File: src/sv/bounded_stack_with_search_assert.svh
// assertion macros for the stack block
`ifndef BOUNDED_STACK_WITH_SEARCH_ASSERT_SVH
`define BOUNDED_STACK_WITH_SEARCH_ASSERT_SVH

// same-cycle implication, checked out of reset
`define BSWS_ASSERT_IMP(label, ante, cons, msg) \
  label: assert property (@(posedge clk) disable iff (rst) (ante) |-> (cons)) \
    else $error(msg);

// next-cycle implication, checked out of reset
`define BSWS_ASSERT_NXT(label, ante, cons, msg) \
  label: assert property (@(posedge clk) disable iff (rst) (ante) |=> (cons)) \
    else $error(msg);

`endif

File: src/sv/bsws_pkg.sv
`timescale 1ns / 1ps

package bsws_pkg;

  localparam logic [2:0] CMD_PUSH   = 3'd0;
  localparam logic [2:0] CMD_POP    = 3'd1;
  localparam logic [2:0] CMD_PEEK   = 3'd2;
  localparam logic [2:0] CMD_SEARCH = 3'd3;
  localparam logic [2:0] CMD_CLEAR  = 3'd4;

  localparam logic [1:0] STAT_OK    = 2'd0;
  localparam logic [1:0] STAT_EMPTY = 2'd1;
  localparam logic [1:0] STAT_FULL  = 2'd2;
  localparam logic [1:0] STAT_MISS  = 2'd3;

  typedef enum logic [2:0] {
    C_HOLD,
    C_PUSH,
    C_POP,
    C_MARK,
    C_SCAN
  } cell_op_t;

  typedef struct packed {
    cell_op_t           op;
    logic signed [31:0] key;
  } cell_ctrl_t;

  typedef enum logic {
    S_IDLE,
    S_SCAN
  } state_t;

  typedef struct packed {
    logic signed [31:0] word_out;
    logic [1:0]         status;
    logic [9:0]         found_pos;
    logic [10:0]        fill_count;
    logic               is_empty;
  } result_t;

endpackage

File: src/sv/bounded_stack_with_search.sv
// push, pop, peek, clear and unused codes: the result is queued at the input beat
// search: all cells compare at the input beat, then the hit flags shift toward
// the top one cell per cycle; the result is queued when a hit reaches cell 0, or as
// a miss at the deepest held entry; a search holds the input until its result is queued
// other commands are taken every cycle while the two-entry output queue has room
// synchronous active-high reset empties the stack and the output queue; entries keep data
`timescale 1ns / 1ps
`include "bounded_stack_with_search_assert.svh"

module bounded_stack_with_search #(
  parameter int DEPTH = 16
) (
  input  logic               clk,
  input  logic               rst,
  input  logic               in_valid,
  output logic               in_ready,
  input  logic [2:0]         cmd,
  input  logic signed [31:0] operand,
  output logic               out_valid,
  input  logic               out_ready,
  output logic signed [31:0] word_out,
  output logic [1:0]         status,
  output logic [9:0]         found_pos,
  output logic [10:0]        fill_count,
  output logic               is_empty
);
  import bsws_pkg::*;

  localparam int CW = $clog2(DEPTH + 1);  // count width, holds DEPTH itself
  localparam int SW = $clog2(DEPTH);      // scan position width

  // control state
  state_t        state, state_next;
  logic [CW-1:0] count, count_next;
  logic [SW-1:0] scan_cnt, scan_next;

  // cell chain, cell 0 holds the top of stack
  logic signed [31:0] cell_data [DEPTH];
  logic               cell_hit  [DEPTH];
  logic               cell_live [DEPTH];
  cell_ctrl_t         ctrl;

  // result path
  result_t res;
  logic    res_push;
  result_t head;
  logic    skid_valid;

  logic fire;
  logic full;
  logic empty;
  logic last_scan;

  assign fire      = in_valid && in_ready;
  assign full      = (count == CW'(DEPTH));
  assign empty     = (count == '0);
  // next shift would move past the deepest held entry
  assign last_scan = ((CW'(scan_cnt) + CW'(1)) >= count);

  // only one command at a time, and never while the skid slot is taken
  assign in_ready = (state == S_IDLE) && !skid_valid;

  genvar gi;
  generate
    for (gi = 0; gi < DEPTH; gi++) begin : g_cell
      logic signed [31:0] up_data;
      logic signed [31:0] dn_data;
      logic               dn_hit;

      // a cell only matches if it holds a live entry
      assign cell_live[gi] = (CW'(gi) < count);

      if (gi == 0) begin : g_top
        assign up_data = operand;
      end else begin : g_mid
        assign up_data = cell_data[gi-1];
      end

      if (gi == DEPTH - 1) begin : g_bot
        assign dn_data = cell_data[gi];
        assign dn_hit  = 1'b0;
      end else begin : g_inner
        assign dn_data = cell_data[gi+1];
        assign dn_hit  = cell_hit[gi+1];
      end

      bsws_cell u_cell (
        .clk     (clk),
        .ctrl    (ctrl),
        .live    (cell_live[gi]),
        .up_data (up_data),
        .dn_data (dn_data),
        .dn_hit  (dn_hit),
        .data    (cell_data[gi]),
        .hit     (cell_hit[gi])
      );
    end
  endgenerate

  always_ff @(posedge clk) begin
    if (rst) begin
      state    <= S_IDLE;
      count    <= '0;
      scan_cnt <= '0;
    end else begin
      state    <= state_next;
      count    <= count_next;
      scan_cnt <= scan_next;
    end
  end

  always_comb begin
    state_next     = state;
    count_next     = count;
    scan_next      = scan_cnt;
    ctrl.op        = C_HOLD;
    ctrl.key       = operand;
    res_push       = 1'b0;
    res.word_out   = '0;
    res.status     = STAT_OK;
    res.found_pos  = '0;
    res.fill_count = 11'(count);
    res.is_empty   = empty;
    case (state)
      S_IDLE: begin
        if (fire) begin
          res_push = 1'b1;
          case (cmd)
            CMD_PUSH: begin
              if (full) begin
                res.status = STAT_FULL;  // value dropped
              end else begin
                ctrl.op    = C_PUSH;
                count_next = count + CW'(1);
              end
            end
            CMD_POP: begin
              if (empty) begin
                res.status = STAT_EMPTY;
              end else begin
                ctrl.op      = C_POP;
                res.word_out = cell_data[0];
                count_next   = count - CW'(1);
              end
            end
            CMD_PEEK: begin
              if (empty) begin
                res.status = STAT_EMPTY;
              end else begin
                res.word_out = cell_data[0];
              end
            end
            CMD_SEARCH: begin
              // every cell compares now, the result comes from the scan
              ctrl.op    = C_MARK;
              res_push   = 1'b0;
              scan_next  = '0;
              state_next = S_SCAN;
            end
            CMD_CLEAR: begin
              count_next = '0;
            end
            default: ;  // unused codes leave the stack alone
          endcase
          res.fill_count = 11'(count_next);
          res.is_empty   = (count_next == '0);
        end
      end
      S_SCAN: begin
        if (cell_hit[0]) begin
          res_push      = 1'b1;
          res.found_pos = 10'(scan_cnt);
          state_next    = S_IDLE;
        end else if (last_scan) begin
          res_push   = 1'b1;
          res.status = STAT_MISS;
          state_next = S_IDLE;
        end else begin
          // hit flags move one cell toward the top
          ctrl.op   = C_SCAN;
          scan_next = scan_cnt + SW'(1);
        end
      end
      default: state_next = S_IDLE;
    endcase
  end

  bsws_outq u_outq (
    .clk        (clk),
    .rst        (rst),
    .push       (res_push),
    .push_res   (res),
    .pop        (out_valid && out_ready),
    .head_valid (out_valid),
    .head       (head),
    .skid_valid (skid_valid)
  );

  assign word_out   = head.word_out;
  assign status     = head.status;
  assign found_pos  = head.found_pos;
  assign fill_count = head.fill_count;
  assign is_empty   = head.is_empty;

  // count stays within the chain
  `BSWS_ASSERT_IMP(a_count_range, 1'b1, count <= CW'(DEPTH), "count beyond depth")
  // the scan never walks past the held entries
  `BSWS_ASSERT_IMP(a_scan_range, state == S_SCAN, CW'(scan_cnt) <= count, "scan past count")
  // any command other than search leaves a result valid at the output on the next cycle
  `BSWS_ASSERT_NXT(a_quick_result, fire && (cmd != CMD_SEARCH), out_valid, "missing result")
  // a search always enters the scan
  `BSWS_ASSERT_NXT(a_search_scan, fire && (cmd == CMD_SEARCH), state == S_SCAN, "no scan")

endmodule

File: src/sv/bsws_cell.sv
`timescale 1ns / 1ps

module bsws_cell (
  input  logic                clk,
  input  bsws_pkg::cell_ctrl_t ctrl,
  input  logic                live,
  input  logic signed [31:0]  up_data,
  input  logic signed [31:0]  dn_data,
  input  logic                dn_hit,
  output logic signed [31:0]  data,
  output logic                hit
);
  import bsws_pkg::*;

  logic signed [31:0] data_next;
  logic               hit_next;

  always_comb begin
    data_next = data;
    hit_next  = hit;
    case (ctrl.op)
      C_PUSH:  data_next = up_data;
      C_POP:   data_next = dn_data;
      C_MARK:  hit_next  = live && (data == ctrl.key);
      C_SCAN:  hit_next  = dn_hit;
      default: ;
    endcase
  end

  always_ff @(posedge clk) begin
    data <= data_next;
    hit  <= hit_next;
  end

endmodule

File: src/sv/bsws_outq.sv
`timescale 1ns / 1ps

module bsws_outq (
  input  logic              clk,
  input  logic              rst,
  input  logic              push,
  input  bsws_pkg::result_t push_res,
  input  logic              pop,
  output logic              head_valid,
  output bsws_pkg::result_t head,
  output logic              skid_valid
);
  import bsws_pkg::*;

  result_t skid;

  always_ff @(posedge clk) begin
    if (rst) begin
      head_valid <= 1'b0;
      skid_valid <= 1'b0;
    end else if (pop && skid_valid) begin
      head       <= skid;
      skid_valid <= push;
      if (push) begin
        skid <= push_res;
      end
    end else if (pop) begin
      head_valid <= push;
      if (push) begin
        head <= push_res;
      end
    end else if (push) begin
      if (!head_valid) begin
        head       <= push_res;
        head_valid <= 1'b1;
      end else begin
        skid       <= push_res;
        skid_valid <= 1'b1;
      end
    end
  end

endmodule

File: config.mk
export PLATFORM = sky130hd
export DESIGN_NAME = bounded_stack_with_search
export DESIGN_NICKNAME = d
export VERILOG_FILES = /design/src/sv/bsws_pkg.sv /design/src/sv/bounded_stack_with_search.sv /design/src/sv/bsws_cell.sv /design/src/sv/bsws_outq.sv
export VERILOG_INCLUDE_DIRS = /design/src /design/src/sv
export SDC_FILE = /design/constraint.sdc
export NUM_CORES = 1
export LEC_CHECK = 0
export BUFFER_PORTS_ARGS = -buffer_cell sky130_fd_sc_hd__buf_2
export CORE_ASPECT_RATIO = 1.75
export CORE_MARGIN = 3
export CORE_UTILIZATION = 50
export DETAILED_ROUTE_END_ITERATION = 10
export PLACE_DENSITY_LB_ADDON = 0.25
export SLEW_MARGIN = 15
export SYNTH_ARGS = -nofsm -noshare
export SYNTH_HDL_FRONTEND = slang
export SYNTH_SLANG_ARGS = --single-unit
export TNS_END_PERCENT = 10
File: constraint.sdc
create_clock -name clk -period 41.2 [get_ports clk]
set_input_delay 6.18 -clock clk [delete_from_list [all_inputs] [get_ports clk]]
set_output_delay 6.18 -clock clk [all_outputs]
set_load 0.005 [all_outputs]
==> results.json, run 1 <==
{
  "outcome": "finished, final reports clean",
  "synthAdderAreaFrac": 0.003845,
  "grt_usage": 0.2644,
  "dr_total_vias": 18290,
  "wl_per_cell_um": 29.34,
  "ant_nets": 0,
  "fmax_ghz": 0.08924,
  "grt_pass1_vias": 18770,
  "final_hold_viol_count": 0,
  "drive_above_1_share": 0.2649,
  "finalSetupViolCount": 0,
  "clkLatencyLatePin_ns": 0.63,
  "ys_warn_count": 0,
  "drv_slew": 0,
  "grt_max_degree": 202,
  "fp.dieArea_um2": 68300,
  "synth_xor_area_frac": 0.1394,
  "synth_seq_cells": 628,
  "yosysSeqAreaShare": 0.5758,
  "fin_crit_ns": 11.21,
  "core_region_area_um2": 64330,
  "cts.reportedPaths.clkPinSlew_ns": 0.07,
  "drt_iter0_drc": 1544,
  "crit_path_start_kind": "input pin",
  "clockBufferDepth": 3,
  "gp_congestion": 0.9692,
  "synth_cell_types": 62,
  "numCtsBuffers": 57,
  "synth_top_family_by_area": "multiplexers",
  "crit_type": "in2reg",
  "dr.pass1.iters": 6,
  "yosys.area_share.simple": 0.05356,
  "powerDensity_nw_per_um2": 39.79,
  "drc_errors": 0,
  "setup_tns_ns": 0,
  "gr-total-overflow": 0,
  "fp.dieH_um": 343.5,
  "synth-compound-area-share": 0.02299,
  "initial_utilization": 0.5058,
  "fin_skew_ns": 0.02488,
  "crit_fanout": 110,
  "clockRootBuffer": "clkbuf_16",
  "leakagePower_uw": 0.01174,
  "grt_setup_unrepaired": "no",
  "cp_data_required_time_ns": 41.57,
  "yosys.area.top_type_share": 0.5685,
  "nNetsFinal": 2291,
  "vias_per_cell": 5.895,
  "max_slew_margin": 0.1629,
  "rows": 123,
  "boundaryPins": 97,
  "synthTopCellsByArea": "edfxtp_1, mux2_2, xnor2_1",
  "synthMuxAreaShare": 0.1709,
  "hold_buffers": 0,
  "synth_edf_count": 616,
  "cts_tree": "yes",
  "die_x_um": 198.8,
  "syn_inst": 2224,
  "cp-end-kind": "register",
  "peakVddDrop_mv": 0.02782,
  "maxCapViolCount": 0,
  "fin_hold_ws_ns": 0.5008,
  "totalWireLength_um": 91020,
  "arrival_ns": 11.58,
  "hold_class": "reg2reg",
  "hpwlAfterDp_um": 67610,
  "netlist_area_um2": 32540,
  "post_cts_resized": 0,
  "fin_crit_sh": 0.2720,
  "post_cts_buffers": 0,
  "cts_max_level": 2,
  "port_buffers": 84,
  "worst_pin_slew_ns": 1.256,
  "async_flop_share": 0,
  "cts_sinks": 628,
  "antenna_found_initial": 3,
  "area_delta_synth_final_pct": 7.871,
  "synthFlopType": "edfxtp_1",
  "grt_pass1_wl_um": 129400,
  "synth.avg_cell_area_um2": 14.63,
  "yosysTopAreaCell": "edfxtp_1"
}
## power breakdown
group / internal (uW) / leakage, uW / total [uW] / switching [uW]
combinational: 39.2 / 0.00515 / 112 / 72.4
sequential: 718 / 0.00566 / 732 / 13.6
clock: 307 / 0.000934 / 553 / 246
total: 1060 / 0.0117 / 1400 / 332
## flip-flops by register name, summed over array words and instances, names as in the netlist
signal and cells:
scan_cnt 4, count 5, g_cell.u_cell.data 512, u_outq.head 44, g_cell.u_cell.hit 16, state 1, u_outq.head_valid 1, u_outq.skid 44
u_outq.skid_valid 1
## worst max-delay path, cell delays in order
cell and delay, ns:
buf_2 0.22, nor2_1 0.09, and3b_1 0.26, nand2_8 0.60, buf_4 0.93, buf_4 0.96, buf_4 0.74, buf_4 0.91
mux2_2 0.43
## placed cells by master, fill, tap and decap left out, drive strengths merged, types with 28 or more instances in the layout
| master | instances |
|---|---|
| xnor2 | 295 |
| xor2 | 223 |
| nor2 | 28 |
| clkbuf | 68 |
| edfxtp | 616 |
| nor4 | 66 |
| mux2 | 492 |
| a21o | 36 |
| and2 | 33 |
| buf | 101 |
| nand4 | 90 |
| o21ai | 29 |
## cell type report
class | instances | area [um^2]
multi-input cells | 1442 | 12840
clock buffers | 68 | 1520
inverters | 12 | 45.04
diodes | 2 | 5.005
fillers | 5413 | 29230
well taps | 812 | 1016
clock inverters | 37 | 364.1
flip-flops and latches | 628 | 18740
repair buffers | 101 | 573.1
## synth_stat cells (12+ instances only)
master      n
a21o_1     36
nor3_1     17
buf_2      38
nand4_1    90
xor2_1    223
edfxtp_1  616
xnor2_1   295
nor2_1     28
buf_6      41
and2_1     33
o21ai_0    28
dfxtp_1    12
nand3_1    12
clkbuf_1   46
nand2_1    26
nor4_1     66
buf_4      25
inv_1      12
mux2_2    403
mux2_1     89
## final timing paths
kind | cells past startpoint | from | slack (ns) | to
max | 9 | cmd[1] | 29.99 | g_cell[12].u_cell.data[1]
min | 0 | g_cell[14].u_cell.data[28] | 0.50 | g_cell[15].u_cell.data[28]
max reg2reg | 10 | count[0] | 34.42 | g_cell[12].u_cell.data[1]
min reg2reg | 0 | g_cell[14].u_cell.data[28] | 0.50 | g_cell[15].u_cell.data[28]
## logic make-up (layout without fill, tap and decap cells)
logic type	count (synthesis)	after routing
AND/OR/NAND/NOR	300	300
multiplexers	494	494
buffers and inverters	165	218
XOR/XNOR	518	518
AO/OA/AOI/OAI	108	108
flip-flops	628	628
adder cells (fa/ha/maj)	10	10
other	1	14
## metrics by stage
stage / setup slack, ns / util / total power [uW] / instance area, um^2 / std cells
after floorplan: 11.99 / - / 827.3 / 32580 / 2235
after global placement: 29.56 / 0.5163 / 854.6 / 33210 / 2995
after detailed placement: 29.48 / 0.5163 / 857.6 / 33210 / 2995
after CTS: 30.12 / 0.5456 / 1407 / 35100 / 3100
after global routing: 29.71 / 0.5456 / 1436 / 35100 / 3102
final: 29.99 / 0.5456 / 1397 / 35100 / 3102
## layer usage
| metal | up-vias | GRT usage | wire [um] |
|---|---|---|---|
| met5 | - | 0 | 0 |
| met4 | 0 | 0.2629 | 11400 |
| met3 | 239 | 0.02479 | 2601 |
| met2 | 539 | 0.4602 | 46350 |
| met1 | 9215 | 0.2702 | 30680 |
| li1 | 8292 | - | - |
Power figures use the tool's default switching activity.
==> run 2, diff against run 1 <==
==> constraint.sdc (replaced) <==
create_clock -name clk -period 11.6 [get_ports clk]
set_input_delay 1.74 -clock clk [delete_from_list [all_inputs] [get_ports clk]]
set_output_delay 1.74 -clock clk [all_outputs]
set_load 0.005 [all_outputs]
==> results.json, run 2 (synthesis results as in run 1) <==
{
  "fin_crit_ns": 5.270,
  "worst_pin_slew_ns": 1.178,
  "finalSetupViolCount": 0,
  "hpwlAfterDp_um": 67380,
  "fin_hold_ws_ns": 0.4956,
  "fp.dieArea_um2": 68300,
  "drc_errors": 0,
  "cts_sinks": 628,
  "core_region_area_um2": 64330,
  "largest_reg_flops": 512,
  "post_cts_buffers": 0,
  "boundaryPins": 97,
  "cp-end-kind": "register",
  "slowest_stage": "buf_4",
  "fin_skew_ns": 0.02283,
  "grt_use_met2": 0.4688,
  "totalWireLength_um": 90680,
  "ant_nets": 0,
  "peakVddDrop_mv": 0.1053,
  "drv_slew": 0,
  "crit_path_start_kind": "input pin",
  "clockBufferDepth": 3,
  "maxCapViolCount": 0,
  "grt_usage": 0.2643,
  "grt_max_degree": 174,
  "placed_cells": 2996,
  "numCtsBuffers": 58,
  "drt_iter0_drc": 1433,
  "max_stage_delay_ns": 0.95,
  "gr-total-overflow": 0,
  "cp_data_required_time_ns": 11.85,
  "post_cts_resized": 0,
  "fin_cells": 3106,
  "grt_setup_unrepaired": "no",
  "setup_tns_ns": 0,
  "max_slew_margin": 0.2074,
  "grt_pass1_vias": 19000,
  "grt_use_met3": 0.03312,
  "final_cell_mix": "edfxtp_1, mux2_2, xnor2_1",
  "port_buffers": 84,
  "outcome": "finished, final reports clean",
  "nNetsFinal": 2293,
  "hold_class": "reg2reg",
  "final_hold_viol_count": 0,
  "vias_per_cell": 5.917,
  "utilization": 0.5460,
  "leakagePower_uw": 0.01175,
  "regMostFlops": "g_cell.u_cell.data",
  "hold_buffers": 0,
  "initial_utilization": 0.5058,
  "cts_max_level": 2,
  "largestRegisters": "g_cell.u_cell.data x512, u_outq.head x44, u_outq.skid x44",
  "dr_total_vias": 18380,
  "wl_per_cell_um": 29.20,
  "crit_type": "in2reg",
  "fin_crit_sh": 0.4543,
  "rows": 123,
  "use_met1": 0.2672,
  "r2r_slack_ns": 6.42,
  "clockRootBuffer": "clkbuf_16",
  "layout_commonest_cell": "edfxtp_1",
  "arrival_ns": 5.52,
  "clkLatencyLatePin_ns": 0.65,
  "crit_fanout": 173,
  "gp_congestion": 0.9674,
  "antenna_found_initial": 5,
  "area_delta_synth_final_pct": 7.944,
  "cts.reportedPaths.clkPinSlew_ns": 0.06,
  "dr.pass1.iters": 5,
  "die_x_um": 198.8,
  "fmax_ghz": 0.1898,
  "grt_pass1_wl_um": 129400,
  "path_cells": "buf_2, nor3b_2, nand2_8, o21ai_4, buf_12, buf_4",
  "grt-busiest-layer": "met2",
  "powerDensity_nw_per_um2": 140.4,
  "cts_tree": "yes",
  "drive_above_1_share": 0.2623,
  "fp.dieH_um": 343.5
}
==> run 2: metal layers <==
metal,up-vias,share of wire
li1,8308,-
met1,9248,0.34
met2,589,0.52
met3,232,0.035
met4,0,0.11
met5,-,0
==> run 2: power breakdown <==
part,leakage (uW),internal [uW],total [uW],switching [uW]
clock,0.000920,1070,1940,865
combinational,0.00517,140,393,253
sequential,0.00566,2550,2600,48.7
==> run 2: worst max-delay path, delay by kind of cell <==
kind                   cells  cell delay, ns
buffers and inverters      3            1.72
AND/OR/NAND/NOR            2            1.46
AO/OA/AOI/OAI              1            0.29
==> run 2: through the flow <==
step           power [uW]  setup slack, ns  instance area (um^2)
3_5_place_dp         3044            5.714                 33230
4_1_cts              4974            6.394                 35110
6_report             4932            6.330                 35120
2_1_floorplan        2902            1.018                 32590
5_1_grt              5075            6.134                 35120
3_3_place_gp         3034            5.805                 33230
==> run 2: worst paths after layout <==
path | depth (start not counted) | end | from
max | 6 | g_cell[14].u_cell.data[1] | in_valid
min | 0 | g_cell[15].u_cell.data[5] | g_cell[14].u_cell.data[5]
max reg2reg | 8 | g_cell[5].u_cell.data[2] | count[0]
min reg2reg | 0 | g_cell[15].u_cell.data[5] | g_cell[14].u_cell.data[5]
==> run 2: area by class of cell <==
class,instances,area [um^2]
Fill cell,5298,29200
Clock buffer,79,1635
Timing Repair Buffer,102,593.1
Clock inverter,28,244.0
Inverter,12,45.04
Sequential cell,628,18740
Antenna cell,3,7.507
Multi-Input combinational cell,1442,12850
Tap cell,812,1016
==> run 3, diff against run 2 <==
==> constraint.sdc (replaced) <==
create_clock -name clk -period 4.8 [get_ports clk]
set_input_delay 0.72 -clock clk [delete_from_list [all_inputs] [get_ports clk]]
set_output_delay 0.72 -clock clk [all_outputs]
set_load 0.005 [all_outputs]
==> results.json, run 3 (synthesis results as in run 1) <==
{
  "cp-end-kind": "register",
  "grt_use_met3": 0.02352,
  "port_buffers": 84,
  "gp_congestion": 1.039,
  "antenna_cells": 0,
  "initial_utilization": 0.5058,
  "swShare": 0.2372,
  "cts_sinks": 628,
  "numCtsBuffers": 57,
  "dr.pass1.iters": 8,
  "clockBufferDepth": 3,
  "layout_commonest_cell": "edfxtp_1",
  "wl_per_cell_um": 29.45,
  "power_uw": 11720,
  "vias_per_cell": 5.928,
  "fin_skew_ns": 0.01486,
  "maxCapViolCount": 0,
  "fp.dieH_um": 343.5,
  "grt_setup_unrepaired": "no",
  "final_hold_viol_count": 0,
  "gr-total-overflow": 0,
  "grt_pass1_vias": 18910,
  "boundaryPins": 97,
  "totalWireLength_um": 91530,
  "hold_class": "reg2reg",
  "path_cells": "inv_1, ha_1, nor4b_4, and3b_1, nand2_8, o21ai_4, buf_12",
  "clockRootBuffer": "clkbuf_16",
  "drc_errors": 0,
  "post_cts_buffers": 0,
  "use_met1": 0.2716,
  "fin_crit_sh": 0.7345,
  "largest_reg_flops": 512,
  "regMostFlops": "g_cell.u_cell.data",
  "cp_data_required_time_ns": 5.03,
  "hpwlAfterDp_um": 68310,
  "core_region_area_um2": 64330,
  "p_clk_frac": 0.381,
  "grt-busiest-layer": "met2",
  "internal_power_uw": 8941,
  "final_cell_mix": "edfxtp_1, mux2_2, xnor2_1",
  "arrival_ns": 3.76,
  "max_slew_margin": 0.2852,
  "crit_path_start_kind": "register",
  "max_stage_delay_ns": 0.64,
  "cts_tree": "yes",
  "powerDensity_nw_per_um2": 333.8,
  "drv_slew": 0,
  "multi_input_area_um2": 12860,
  "ant_nets": 0,
  "clkLatencyLatePin_ns": 0.61,
  "crit_fanout": 163,
  "grt_pass1_wl_um": 129300,
  "slowest_stage": "buf_12",
  "nNetsFinal": 2301,
  "place_ws_ns": 1.419,
  "outcome": "finished, final reports clean",
  "cts.reportedPaths.clkPinSlew_ns": 0.07,
  "fin_ws_ns": 1.274,
  "post_cts_resized": 0,
  "largestRegisters": "g_cell.u_cell.data x512, u_outq.head x44, u_outq.skid x44",
  "grt_use_met2": 0.4741,
  "fmax_ghz": 0.2836,
  "cts_max_level": 2,
  "area_delta_synth_final_pct": 7.913,
  "p_sw_uw": 2781,
  "register_area_um2": 18740,
  "worst_pin_slew_ns": 1.070,
  "fin_crit_ns": 3.526,
  "grt_max_degree": 164,
  "drt_iter0_drc": 1557,
  "grt_usage": 0.2643,
  "share_comb_of_total_power": 0.083,
  "leakagePower_uw": 0.01176,
  "hold_buffers": 0,
  "peakVddDrop_mv": 0.2364,
  "finalSetupViolCount": 0,
  "crit_type": "reg2reg",
  "rows": 123,
  "power_frac_seq": 0.536,
  "fin_hold_ws_ns": 0.5010,
  "n_fill_cell": 5297,
  "dr_total_vias": 18420,
  "antenna_found_initial": 3,
  "fp.dieArea_um2": 68300,
  "drive_above_1_share": 0.2639,
  "die_x_um": 198.8
}
-- run 3: cell count changes in the layout (fill, tap and decap cells not counted), sizes merged --
cell,previous run,this run
clkbuf,79,65
clkinv,23,33
buf,102,111
diode,3,0
clkinvlp,1,0
inv,12,13
-- run 3: layout make-up --
class | instances | area share
Inverter | 12 | 0.001283
Clock inverter | 38 | 0.007590
Clock buffer | 65 | 0.04269
Multi-Input combinational cell | 1442 | 0.3663
Timing Repair Buffer | 111 | 0.01953
Sequential cell | 628 | 0.5337
Tap cell | 812 | 0.02893
-- run 3: layer usage --
layer  vias up  wire [um]
li1       8311          -
met1      9286      31020
met2       585      47730
met3       242       2761
met4         0      10010
met5         -          0
-- run 3: worst max-delay path, delay by kind of cell (launching register included) --
family,cells,cell delay (ns)
flip-flops,1,0.53
adder cells (fa/ha/maj),1,0.24
AND/OR/NAND/NOR,3,0.98
AO/OA/AOI/OAI,1,0.31
buffers and inverters,2,0.81
-- run 3: worst paths after layout --
check,start,depth (start not counted),endpoint,slack [ns]
max,count[1],7,g_cell[5].u_cell.data[16],1.27
min,g_cell[14].u_cell.data[19],0,g_cell[15].u_cell.data[19],0.50
max reg2reg,count[1],7,g_cell[5].u_cell.data[16],1.27
min reg2reg,g_cell[14].u_cell.data[19],0,g_cell[15].u_cell.data[19],0.50
-- run 3: metrics by stage --
stage	instance area [um^2]	util	TNS, ns	instances
floorplan	32630	-	-2261.17	2235
global placement	33340	0.5183	0	3005
detailed placement	33340	0.5183	0	3005
CTS	35110	0.5458	0	3108
global route	35110	0.5459	0	3108
finish	35110	0.5459	0	3108
-- run 3: power by group through the flow --
stage	sequential (uW)	clock [uW]	combinational, uW
after floorplan	6400	0	616
after global placement	6390	0	951
after detailed placement	6400	0	970
after CTS	6280	4550	973
after global routing	6300	4720	1020
final	6280	4460	974
